--- config.mk ---
export PLATFORM = sky130hd
export DESIGN_NAME = sequencing_read_composition_filter_flat
export DESIGN_NICKNAME = d
export VERILOG_FILES = /design/src/rtl/srcf_pkg.sv /design/src/rtl/srcf_if.sv /design/src/rtl/srcf_decode.sv /design/src/rtl/srcf_verdict.sv /design/src/rtl/sequencing_read_composition_filter.sv /design/src/flat_wrapper.sv
export SDC_FILE = /design/constraint.sdc
export NUM_CORES = 1
export LEC_CHECK = 0
export BUFFER_PORTS_ARGS = -buffer_cell sky130_fd_sc_hd__buf_4
export CAP_MARGIN = 20
export CELL_PAD_IN_SITES_DETAIL_PLACEMENT = 1
export CELL_PAD_IN_SITES_GLOBAL_PLACEMENT = 1
export CORE_UTILIZATION = 49
export DETAILED_ROUTE_END_ITERATION = 16
export PLACE_DENSITY_LB_ADDON = 0.05
export SKIP_LAST_GASP = 1
export SYNTH_ARGS = -nofsm -noshare
export SYNTH_HDL_FRONTEND = slang
export SYNTH_SLANG_ARGS = --single-unit
export TNS_END_PERCENT = 10
--- constraint.sdc ---
create_clock -name clk -period 8.9 [get_ports clk]
set_clock_uncertainty 0.2 [all_clocks]
set_input_delay 0.445 -clock clk [delete_from_list [all_inputs] [get_ports clk]]
set_output_delay 0.445 -clock clk [all_outputs]
set_load 0.005 [all_outputs]
--- src/rtl/srcf_pkg.sv ---
// Shared types and constants for the read composition filter.
package srcf_pkg;

    localparam int NSYM         = 6;
    localparam int OUT_LEN_W    = 12;
    localparam int MIN_GOOD_LEN = 12;

    localparam int SYM_A    = 0;
    localparam int SYM_C    = 1;
    localparam int SYM_G    = 2;
    localparam int SYM_T    = 3;
    localparam int SYM_N    = 4;
    localparam int SYM_FOUR = 5;

    localparam logic [7:0] CHAR_A    = 8'h41;
    localparam logic [7:0] CHAR_C    = 8'h43;
    localparam logic [7:0] CHAR_G    = 8'h47;
    localparam logic [7:0] CHAR_T    = 8'h54;
    localparam logic [7:0] CHAR_N    = 8'h4E;
    localparam logic [7:0] CHAR_FOUR = 8'h34;
    localparam logic [7:0] CHAR_LC_A = 8'h61;
    localparam logic [7:0] CHAR_LC_Z = 8'h7A;
    localparam logic [7:0] CASE_GAP  = 8'h20;

    localparam logic [OUT_LEN_W-1:0] LEN_MASK = {OUT_LEN_W{1'b1}};

    typedef enum logic [2:0] {
        REASON_NONE     = 3'd0,
        REASON_SHORT    = 3'd1,
        REASON_COLOR    = 3'd2,
        REASON_DOMINANT = 3'd3,
        REASON_AMBIG    = 3'd4
    } reason_t;

    typedef struct packed {
        logic [NSYM-1:0] hit;
        logic            is_four;
    } sym_t;

    typedef struct packed {
        logic [31:0]          read_number;
        logic                 read_passed;
        reason_t              reject_reason;
        logic [OUT_LEN_W-1:0] read_length;
        logic [OUT_LEN_W-1:0] shortest_length;
        logic [OUT_LEN_W-1:0] longest_length;
        logic [31:0]          rejected_total;
    } result_t;

endpackage

--- src/rtl/srcf_if.sv ---
// Valid/ready channel interfaces for read characters and read verdicts.
interface srcf_in_if;
    logic       valid;
    logic       ready;
    logic [7:0] base_char;
    logic       last_base;

    modport source (output valid, output base_char, output last_base, input ready);
    modport sink (input valid, input base_char, input last_base, output ready);
endinterface

interface srcf_out_if;
    logic        valid;
    logic        ready;
    logic [31:0] read_number;
    logic        read_passed;
    logic [2:0]  reject_reason;
    logic [11:0] read_length;
    logic [11:0] shortest_length;
    logic [11:0] longest_length;
    logic [31:0] rejected_total;

    modport source (
        output valid, output read_number, output read_passed, output reject_reason,
        output read_length, output shortest_length, output longest_length,
        output rejected_total, input ready
    );
    modport sink (
        input valid, input read_number, input read_passed, input reject_reason,
        input read_length, input shortest_length, input longest_length,
        input rejected_total, output ready
    );
endinterface

--- src/rtl/srcf_decode.sv ---
// Character folding to upper case and symbol slot decode.
module srcf_decode (
    input  logic [7:0]   base_char,
    output srcf_pkg::sym_t sym
);

    logic [7:0] upper;

    always_comb
    begin
        if (base_char >= srcf_pkg::CHAR_LC_A && base_char <= srcf_pkg::CHAR_LC_Z)
        begin
            upper = base_char - srcf_pkg::CASE_GAP;
        end
        else
        begin
            upper = base_char;
        end
    end

    always_comb
    begin
        sym.hit = '0;
        unique case (upper)
            srcf_pkg::CHAR_A:    sym.hit[srcf_pkg::SYM_A]    = 1'b1;
            srcf_pkg::CHAR_C:    sym.hit[srcf_pkg::SYM_C]    = 1'b1;
            srcf_pkg::CHAR_G:    sym.hit[srcf_pkg::SYM_G]    = 1'b1;
            srcf_pkg::CHAR_T:    sym.hit[srcf_pkg::SYM_T]    = 1'b1;
            srcf_pkg::CHAR_N:    sym.hit[srcf_pkg::SYM_N]    = 1'b1;
            srcf_pkg::CHAR_FOUR: sym.hit[srcf_pkg::SYM_FOUR] = 1'b1;
            default:             sym.hit = '0;
        endcase
        sym.is_four = sym.hit[srcf_pkg::SYM_FOUR];
    end

endmodule

--- src/rtl/srcf_verdict.sv ---
// End-of-read checks: length, color four, dominant base, ambiguous share.
module srcf_verdict #(
    parameter int LEN_W = 12
) (
    input  logic [LEN_W-1:0] sym_count [srcf_pkg::NSYM],
    input  logic [LEN_W-1:0] read_len,
    input  logic             second_is_four,
    input  logic             color_mode,
    output srcf_pkg::reason_t reason
);

    localparam int MUL_W = LEN_W + 4;

    logic [MUL_W-1:0] len_x1;
    logic [MUL_W-1:0] len_x9;
    logic [MUL_W-1:0] cnt_x10 [srcf_pkg::NSYM];
    logic             dominant;
    logic             ambiguous;
    logic             too_short;

    assign len_x1 = MUL_W'(read_len);
    assign len_x9 = (len_x1 << 3) + len_x1;

    always_comb
    begin
        for (int i = 0; i < srcf_pkg::NSYM; i++)
        begin
            cnt_x10[i] = (MUL_W'(sym_count[i]) << 3) + (MUL_W'(sym_count[i]) << 1);
        end
    end

    assign too_short = read_len < LEN_W'(srcf_pkg::MIN_GOOD_LEN);
    assign dominant  = (cnt_x10[srcf_pkg::SYM_A] > len_x9) ||
                       (cnt_x10[srcf_pkg::SYM_C] > len_x9) ||
                       (cnt_x10[srcf_pkg::SYM_G] > len_x9) ||
                       (cnt_x10[srcf_pkg::SYM_T] > len_x9);
    assign ambiguous = (cnt_x10[srcf_pkg::SYM_N] >= len_x1) ||
                       (cnt_x10[srcf_pkg::SYM_FOUR] >= len_x1);

    always_comb
    begin
        if (too_short)
        begin
            reason = srcf_pkg::REASON_SHORT;
        end
        else if (color_mode && second_is_four)
        begin
            reason = srcf_pkg::REASON_COLOR;
        end
        else if (dominant)
        begin
            reason = srcf_pkg::REASON_DOMINANT;
        end
        else if (ambiguous)
        begin
            reason = srcf_pkg::REASON_AMBIG;
        end
        else
        begin
            reason = srcf_pkg::REASON_NONE;
        end
    end

endmodule

--- src/rtl/sequencing_read_composition_filter.sv ---
// Top level of the sequencing read composition filter.
// Takes one read character per cycle; each accepted item passes through an input
// register, then the per-read counters and the end-of-read checks, and on the last
// character a verdict is registered in the output register. Sustained rate
// is one item per cycle, set by the single counter-update stage; the output register
// lets all but the next read's last character stream in while a verdict waits.
module sequencing_read_composition_filter #(
    parameter int LEN_LIMIT = 4095
) (
    input  logic clk,
    input  logic rst_n,
    input  logic cfg_we,
    input  logic cfg_wdata,
    srcf_in_if.sink    seq_in,
    srcf_out_if.source verdict_out
);

    localparam int LEN_W  = $clog2(LEN_LIMIT + 1);
    localparam int STAT_W = (LEN_W > srcf_pkg::OUT_LEN_W) ? LEN_W : srcf_pkg::OUT_LEN_W;
    localparam logic [LEN_W-1:0]  LEN_MAX  = LEN_W'(LEN_LIMIT);
    localparam logic [STAT_W-1:0] STAT_TOP = STAT_W'(srcf_pkg::LEN_MASK);

    logic             s1_valid_reg;
    logic [7:0]       s1_char_reg;
    logic             s1_last_reg;
    logic             color_mode_reg;
    logic [LEN_W-1:0] len_reg;
    logic [LEN_W-1:0] len_next;
    logic [LEN_W-1:0] cnt_reg  [srcf_pkg::NSYM];
    logic [LEN_W-1:0] cnt_next [srcf_pkg::NSYM];
    logic             sif_reg;
    logic             sif_next;
    logic [31:0]      reads_reg;
    logic [31:0]      reads_next;
    logic [31:0]      rejects_reg;
    logic [31:0]      rejects_next;
    logic [STAT_W-1:0] min_reg;
    logic [STAT_W-1:0] min_next;
    logic [STAT_W-1:0] max_reg;
    logic [STAT_W-1:0] max_next;
    logic [STAT_W-1:0] len_stat;
    logic [STAT_W-1:0] cm_stat;
    logic [STAT_W-1:0] shortest;
    logic [STAT_W-1:0] longest;
    logic             out_valid_reg;
    srcf_pkg::result_t out_reg;
    srcf_pkg::result_t out_next;
    srcf_pkg::sym_t    sym;
    srcf_pkg::reason_t reason;
    logic             out_free;
    logic             s1_advance;
    logic             s1_done;
    logic             in_take;

    assign out_free   = !out_valid_reg || verdict_out.ready;
    assign s1_advance = s1_valid_reg && (!s1_last_reg || out_free);
    assign s1_done    = s1_advance && s1_last_reg;
    assign in_take    = seq_in.valid && seq_in.ready;
    assign seq_in.ready = !s1_valid_reg || s1_advance;

    srcf_decode u_decode (
        .base_char (s1_char_reg),
        .sym       (sym)
    );

    always_comb
    begin
        len_next = (len_reg < LEN_MAX) ? len_reg + LEN_W'(1) : len_reg;
        for (int i = 0; i < srcf_pkg::NSYM; i++)
        begin
            if (sym.hit[i] && cnt_reg[i] < LEN_MAX)
            begin
                cnt_next[i] = cnt_reg[i] + LEN_W'(1);
            end
            else
            begin
                cnt_next[i] = cnt_reg[i];
            end
        end
        sif_next = sif_reg || (len_reg == LEN_W'(1) && sym.is_four);
    end

    srcf_verdict #(
        .LEN_W (LEN_W)
    ) u_verdict (
        .sym_count      (cnt_next),
        .read_len       (len_next),
        .second_is_four (sif_next),
        .color_mode     (color_mode_reg),
        .reason         (reason)
    );

    always_comb
    begin
        len_stat   = STAT_W'(len_next);
        cm_stat    = STAT_W'(color_mode_reg);
        reads_next = reads_reg + 32'd1;
        min_next   = min_reg;
        max_next   = max_reg;
        if (len_next >= LEN_W'(srcf_pkg::MIN_GOOD_LEN))
        begin
            if (len_stat < min_reg)
            begin
                min_next = len_stat;
            end
            if (len_stat > max_reg)
            begin
                max_next = len_stat;
            end
        end
        rejects_next = (reason != srcf_pkg::REASON_NONE) ? rejects_reg + 32'd1 : rejects_reg;
        shortest     = (min_next == STAT_TOP) ? STAT_TOP : min_next - cm_stat;
        longest      = (max_next >= cm_stat) ? max_next - cm_stat : '0;

        out_next.read_number     = reads_next;
        out_next.read_passed     = (reason == srcf_pkg::REASON_NONE);
        out_next.reject_reason   = reason;
        out_next.read_length     = srcf_pkg::OUT_LEN_W'(len_next);
        out_next.shortest_length = shortest[srcf_pkg::OUT_LEN_W-1:0];
        out_next.longest_length  = longest[srcf_pkg::OUT_LEN_W-1:0];
        out_next.rejected_total  = rejects_next;
    end

    // input stage
    always_ff @(posedge clk or negedge rst_n)
    begin
        if (!rst_n)
        begin
            s1_valid_reg <= 1'b0;
        end
        else if (seq_in.ready)
        begin
            s1_valid_reg <= seq_in.valid;
        end
    end

    always_ff @(posedge clk)
    begin
        if (in_take)
        begin
            s1_char_reg <= seq_in.base_char;
            s1_last_reg <= seq_in.last_base;
        end
    end

    always_ff @(posedge clk or negedge rst_n)
    begin
        if (!rst_n)
        begin
            color_mode_reg <= 1'b0;
        end
        else if (cfg_we)
        begin
            color_mode_reg <= cfg_wdata;
        end
    end

    // per-read counters; clear on the last item
    always_ff @(posedge clk or negedge rst_n)
    begin
        if (!rst_n)
        begin
            len_reg <= '0;
            sif_reg <= 1'b0;
            for (int i = 0; i < srcf_pkg::NSYM; i++)
            begin
                cnt_reg[i] <= '0;
            end
        end
        else if (s1_advance)
        begin
            if (s1_last_reg)
            begin
                len_reg <= '0;
                sif_reg <= 1'b0;
                for (int i = 0; i < srcf_pkg::NSYM; i++)
                begin
                    cnt_reg[i] <= '0;
                end
            end
            else
            begin
                len_reg <= len_next;
                sif_reg <= sif_next;
                for (int i = 0; i < srcf_pkg::NSYM; i++)
                begin
                    cnt_reg[i] <= cnt_next[i];
                end
            end
        end
    end

    // running statistics
    always_ff @(posedge clk or negedge rst_n)
    begin
        if (!rst_n)
        begin
            reads_reg   <= '0;
            rejects_reg <= '0;
            min_reg     <= STAT_TOP;
            max_reg     <= '0;
        end
        else if (s1_done)
        begin
            reads_reg   <= reads_next;
            rejects_reg <= rejects_next;
            min_reg     <= min_next;
            max_reg     <= max_next;
        end
    end

    // output register
    always_ff @(posedge clk or negedge rst_n)
    begin
        if (!rst_n)
        begin
            out_valid_reg <= 1'b0;
        end
        else if (out_free)
        begin
            out_valid_reg <= s1_done;
        end
    end

    always_ff @(posedge clk)
    begin
        if (s1_done)
        begin
            out_reg <= out_next;
        end
    end

    assign verdict_out.valid           = out_valid_reg;
    assign verdict_out.read_number     = out_reg.read_number;
    assign verdict_out.read_passed     = out_reg.read_passed;
    assign verdict_out.reject_reason   = out_reg.reject_reason;
    assign verdict_out.read_length     = out_reg.read_length;
    assign verdict_out.shortest_length = out_reg.shortest_length;
    assign verdict_out.longest_length  = out_reg.longest_length;
    assign verdict_out.rejected_total  = out_reg.rejected_total;

    a_pass_matches_reason: assert property (@(posedge clk) disable iff (!rst_n)
        out_valid_reg |->
            (out_reg.read_passed == (out_reg.reject_reason == srcf_pkg::REASON_NONE)))
        else $error("pass flag disagrees with reject reason");

    a_mid_read_no_count: assert property (@(posedge clk) disable iff (!rst_n)
        (s1_advance && !s1_last_reg) |=> $stable(reads_reg) && $stable(rejects_reg))
        else $error("read counters moved on a mid-read item");

    a_clear_after_read: assert property (@(posedge clk) disable iff (!rst_n)
        s1_done |=> (len_reg == '0) && !sif_reg)
        else $error("per-read state not cleared after last item");

endmodule
--- src/flat_wrapper.sv ---
// flat-port wrapper written by rule: the top's interface ports become plain ports
module sequencing_read_composition_filter_flat 
#(
    parameter int LEN_LIMIT = 4095
)
  (clk, rst_n, cfg_we, cfg_wdata, seq_in_valid, seq_in_base_char, seq_in_last_base, seq_in_ready, verdict_out_valid, verdict_out_read_number, verdict_out_read_passed, verdict_out_reject_reason, verdict_out_read_length, verdict_out_shortest_length, verdict_out_longest_length, verdict_out_rejected_total, verdict_out_ready);
  srcf_in_if seq_in_i ();
  srcf_out_if verdict_out_i ();
  input  logic clk;
  input  logic rst_n;
  input  logic cfg_we;
  input  logic cfg_wdata;
  input wire logic [$bits(seq_in_i.valid)-1:0] seq_in_valid;
  input wire logic [$bits(seq_in_i.base_char)-1:0] seq_in_base_char;
  input wire logic [$bits(seq_in_i.last_base)-1:0] seq_in_last_base;
  output wire logic [$bits(seq_in_i.ready)-1:0] seq_in_ready;
  output wire logic [$bits(verdict_out_i.valid)-1:0] verdict_out_valid;
  output wire logic [$bits(verdict_out_i.read_number)-1:0] verdict_out_read_number;
  output wire logic [$bits(verdict_out_i.read_passed)-1:0] verdict_out_read_passed;
  output wire logic [$bits(verdict_out_i.reject_reason)-1:0] verdict_out_reject_reason;
  output wire logic [$bits(verdict_out_i.read_length)-1:0] verdict_out_read_length;
  output wire logic [$bits(verdict_out_i.shortest_length)-1:0] verdict_out_shortest_length;
  output wire logic [$bits(verdict_out_i.longest_length)-1:0] verdict_out_longest_length;
  output wire logic [$bits(verdict_out_i.rejected_total)-1:0] verdict_out_rejected_total;
  input wire logic [$bits(verdict_out_i.ready)-1:0] verdict_out_ready;
  assign seq_in_i.valid = seq_in_valid;
  assign seq_in_i.base_char = seq_in_base_char;
  assign seq_in_i.last_base = seq_in_last_base;
  assign seq_in_ready = seq_in_i.ready;
  assign verdict_out_valid = verdict_out_i.valid;
  assign verdict_out_read_number = verdict_out_i.read_number;
  assign verdict_out_read_passed = verdict_out_i.read_passed;
  assign verdict_out_reject_reason = verdict_out_i.reject_reason;
  assign verdict_out_read_length = verdict_out_i.read_length;
  assign verdict_out_shortest_length = verdict_out_i.shortest_length;
  assign verdict_out_longest_length = verdict_out_i.longest_length;
  assign verdict_out_rejected_total = verdict_out_i.rejected_total;
  assign verdict_out_i.ready = verdict_out_ready;
  sequencing_read_composition_filter #(.LEN_LIMIT(LEN_LIMIT)) u_core (.clk(clk), .rst_n(rst_n), .cfg_we(cfg_we), .cfg_wdata(cfg_wdata), .seq_in(seq_in_i), .verdict_out(verdict_out_i));
endmodule
==> metrics <==
max_cap viols=0; Worst Hold Class=in -> async; Final Non-Filler Cells=2745; core area=40000 um^2; Synth Area in Compound Gates=roughly 17%; share of layout cells above drive strength 1=11.2%; clk buf depth=3; Unique masters post-synth=between 80 and 90; Post-DP Area=21500 um^2; Area growth, synth to finish=13.7%; total grt overflow=0; Synth Area in Adders=12.4%; DR pass1 iterations=7; Critical Path Start Type=register; post-synthesis mux area share=0.999%; Synth area leaders=dfrtp_1 (20%), edfxtp_1 (17%), ha_1 (12%); clk_lat worst skew=0.56 ns; fmax=121 MHz; status=complete, no violations; slowest CP cell=or4_4; Design Area, Final=22800 um^2; first-pass GRT wire length=approximately 94 mm; Port Buffer Count=120; Post-Syn Area=20000 um^2; Worst R2R Start=u_core.s1_char_reg[2]$_DFFE_PP_; top cells by count, synth=nand2_1 (205), ha_1 (189), dfrtp_1 (164); HPWL reported at the end of detailed placement=41.1 mm; vias=16400; # diodes=0; Yosys reg bits=289; Placed Cells=2668; setup TNS=0 ns; Detail Route Antenna Nets=0; largest family of logic cells by synthesized area=compound AO/OA/AOI/OAI gates; pin count of the biggest net entering global routing=72; R2R Setup Slk=0.60 ns; DR WL/cell=21.2 um; clock sink count=289; FF-to-FF path depth=27; critical path's largest stage delay=0.62 ns; Syn Nets=2285; Die Footprint=41700 um^2; drt drc=0; crit path launch=u_core.s1_char_reg[2]$_DFFE_PP_; flip-flop count of the largest register after layout=72; IO Pins=roughly 120; RSZ-0062 raised after global routing=false; DRT iter0 DRCs=869; Synth Flop Type=dfrtp_1; root buf cell=clkbuf_16; endpoint class of the critical path=register; initial antenna violation count=0; Worst-path clk slew=0.06 ns; Final Critical Period=8.30 ns; vias in the first global route=17600; TritonCTS clock tree=yes; top-count cell post-synth=nand2_1; setup violators final=0; Die X=204 um; yosys warns=0; crit path max fanout=45; Core Rows=73; Leakage=10.9 nW; worst path required time=8.98 ns; Synth top area share=20.5%; Fin. Hold Viols=0; Mean Syn Cell Area=9.66 um^2; final wirelength=between 50 and 60 mm; headroom to the max-slew limit=21.9%; Layout Nets=approximately 2400; H-tree Lvls=2; Max Slew Vio Count=0; Final period util=93.2%; routability cong.=~0.9; Least-Margin Pin Slew=around 1.2 ns; synthesized instance count=2075; reg-to-reg endpoint=u_core.verdict_out.rejected_total[29]$_DFFE_PP_; DR vias/cell=5.98; Max IR drop VDD=0.130 mV; Starting Density=50.1%; CP Class=reg -> reg; post-synthesis sequential area ratio=approximately 40%; worst hold slack=~0.2 ns; simple-gate portion of the synthesized area=~15%; CTS Buf Count=35; GRT Util Overall=~28%; worst path arrival time=around 8.4 ns; Post-synth ARST share=60.9%; EDFF count, synth=~110; power density cells=174 nW/um^2; Die Y=204 um; largest area contributor in the netlist=dfrtp_1; Post-Synth XOR/XNOR Area=between 10% and 20%
where the power goes:
group          total, mW  internal (mW)  switching, mW  leakage [nW]
clock network       1.43          0.844          0.588         0.549
logic              0.841          0.323          0.518          6.86
registers           1.68           1.56          0.120          3.50
worst max-delay path: cells and delay by family, from the launching register on:
family | cells | cell delay [ns]
AND/OR/NAND/NOR | 4 | 1.77
XOR/XNOR | 3 | 0.75
adder cells (fa/ha/maj) | 2 | 0.72
buffers and inverters | 3 | 0.51
flip-flops | 1 | 0.53
AO/OA/AOI/OAI | 15 | 3.52
layer usage:
metal  GRT usage, %  vias to the layer above  wire length, um
li1               -                     7707                -
met3           3.38                       98             2100
met5              0                        -                0
met4           9.17                        0             1460
met1           37.1                     8311            26000
met2           49.1                      310            28800
per-stage QoR:
stage	total power [mW]	setup WS, ns	util [%]
floorplan	2.21	1.78	-
global placement	2.48	1.04	53.8
detailed placement	2.52	0.656	53.8
CTS	3.97	0.612	56.9
global route	4.13	0.133	57.0
finish	3.95	0.603	57.0
layout make-up:
cell class,instances,area (um^2)
Inverter,103,389
Timing Repair Buffer,158,1270
Sequential cell,289,7810
Clock buffer,50,962
Multi-Input combinational cell,1608,11500
Clock inverter,12,153
Fill cell,4503,17200
Tap cell,525,657
placed cells by master (no fill, tap or decap), types with 12 or more instances in the layout:
cell / n
nor3_1: 31
o21a_1: 21
a22o_1: 36
nand2_1: 202
o21bai_1: 13
buf_4: 140
nand4_1: 51
a21oi_1: 110
xnor2_1: 154
nor2_1: 117
dlygate4sd3_1: 14
dfrtp_1: 164
nand2b_1: 14
o21ai_0: 122
dfstp_2: 12
a211oi_1: 38
edfxtp_1: 113
xor2_1: 125
and2_1: 16
nand3_1: 80
a21o_1: 58
o31ai_1: 17
clkbuf_16: 35
ha_1: 189
and3_1: 41
nor4_1: 12
inv_1: 97
clkbuf_1: 12
nor2b_1: 14
kinds of logic (layout without fill, tap and decap cells):
| kind of cell | after synthesis | count (layout) |
|---|---|---|
| and+or+nand+nor | 623 | 623 |
| AOI/OAI and AO/OA | 491 | 491 |
| DFF | 289 | 289 |
| xor gates and xnor gates | 280 | 280 |
| adders and majority gates | 195 | 195 |
| buffers and inverters | 178 | 323 |
| muxes | 19 | 19 |
what timing repair did:
item / CTS / global route
resized for setup: 0 / 0
hold buffers: 14 / 0
setup endpoints to repair: 0 / 0
hold endpoints to repair: 62 / 0
setup buffers: 0 / 0
how the worst max path moves through the flow:
stage               depth (start not counted)                                         endpoint  slack [ns]
floorplan                                  30  u_core.verdict_out.rejected_total[23]$_DFFE_PP_        1.78
global placement                           28  u_core.verdict_out.rejected_total[25]$_DFFE_PP_        1.04
detailed placement                         27  u_core.verdict_out.rejected_total[29]$_DFFE_PP_        0.66
CTS                                        27  u_core.verdict_out.rejected_total[29]$_DFFE_PP_        0.61
global route                               31  u_core.verdict_out.rejected_total[29]$_DFFE_PP_        0.13
finish                                     27  u_core.verdict_out.rejected_total[29]$_DFFE_PP_        0.60
No activity file was read; power rests on OpenSTA's default activity.
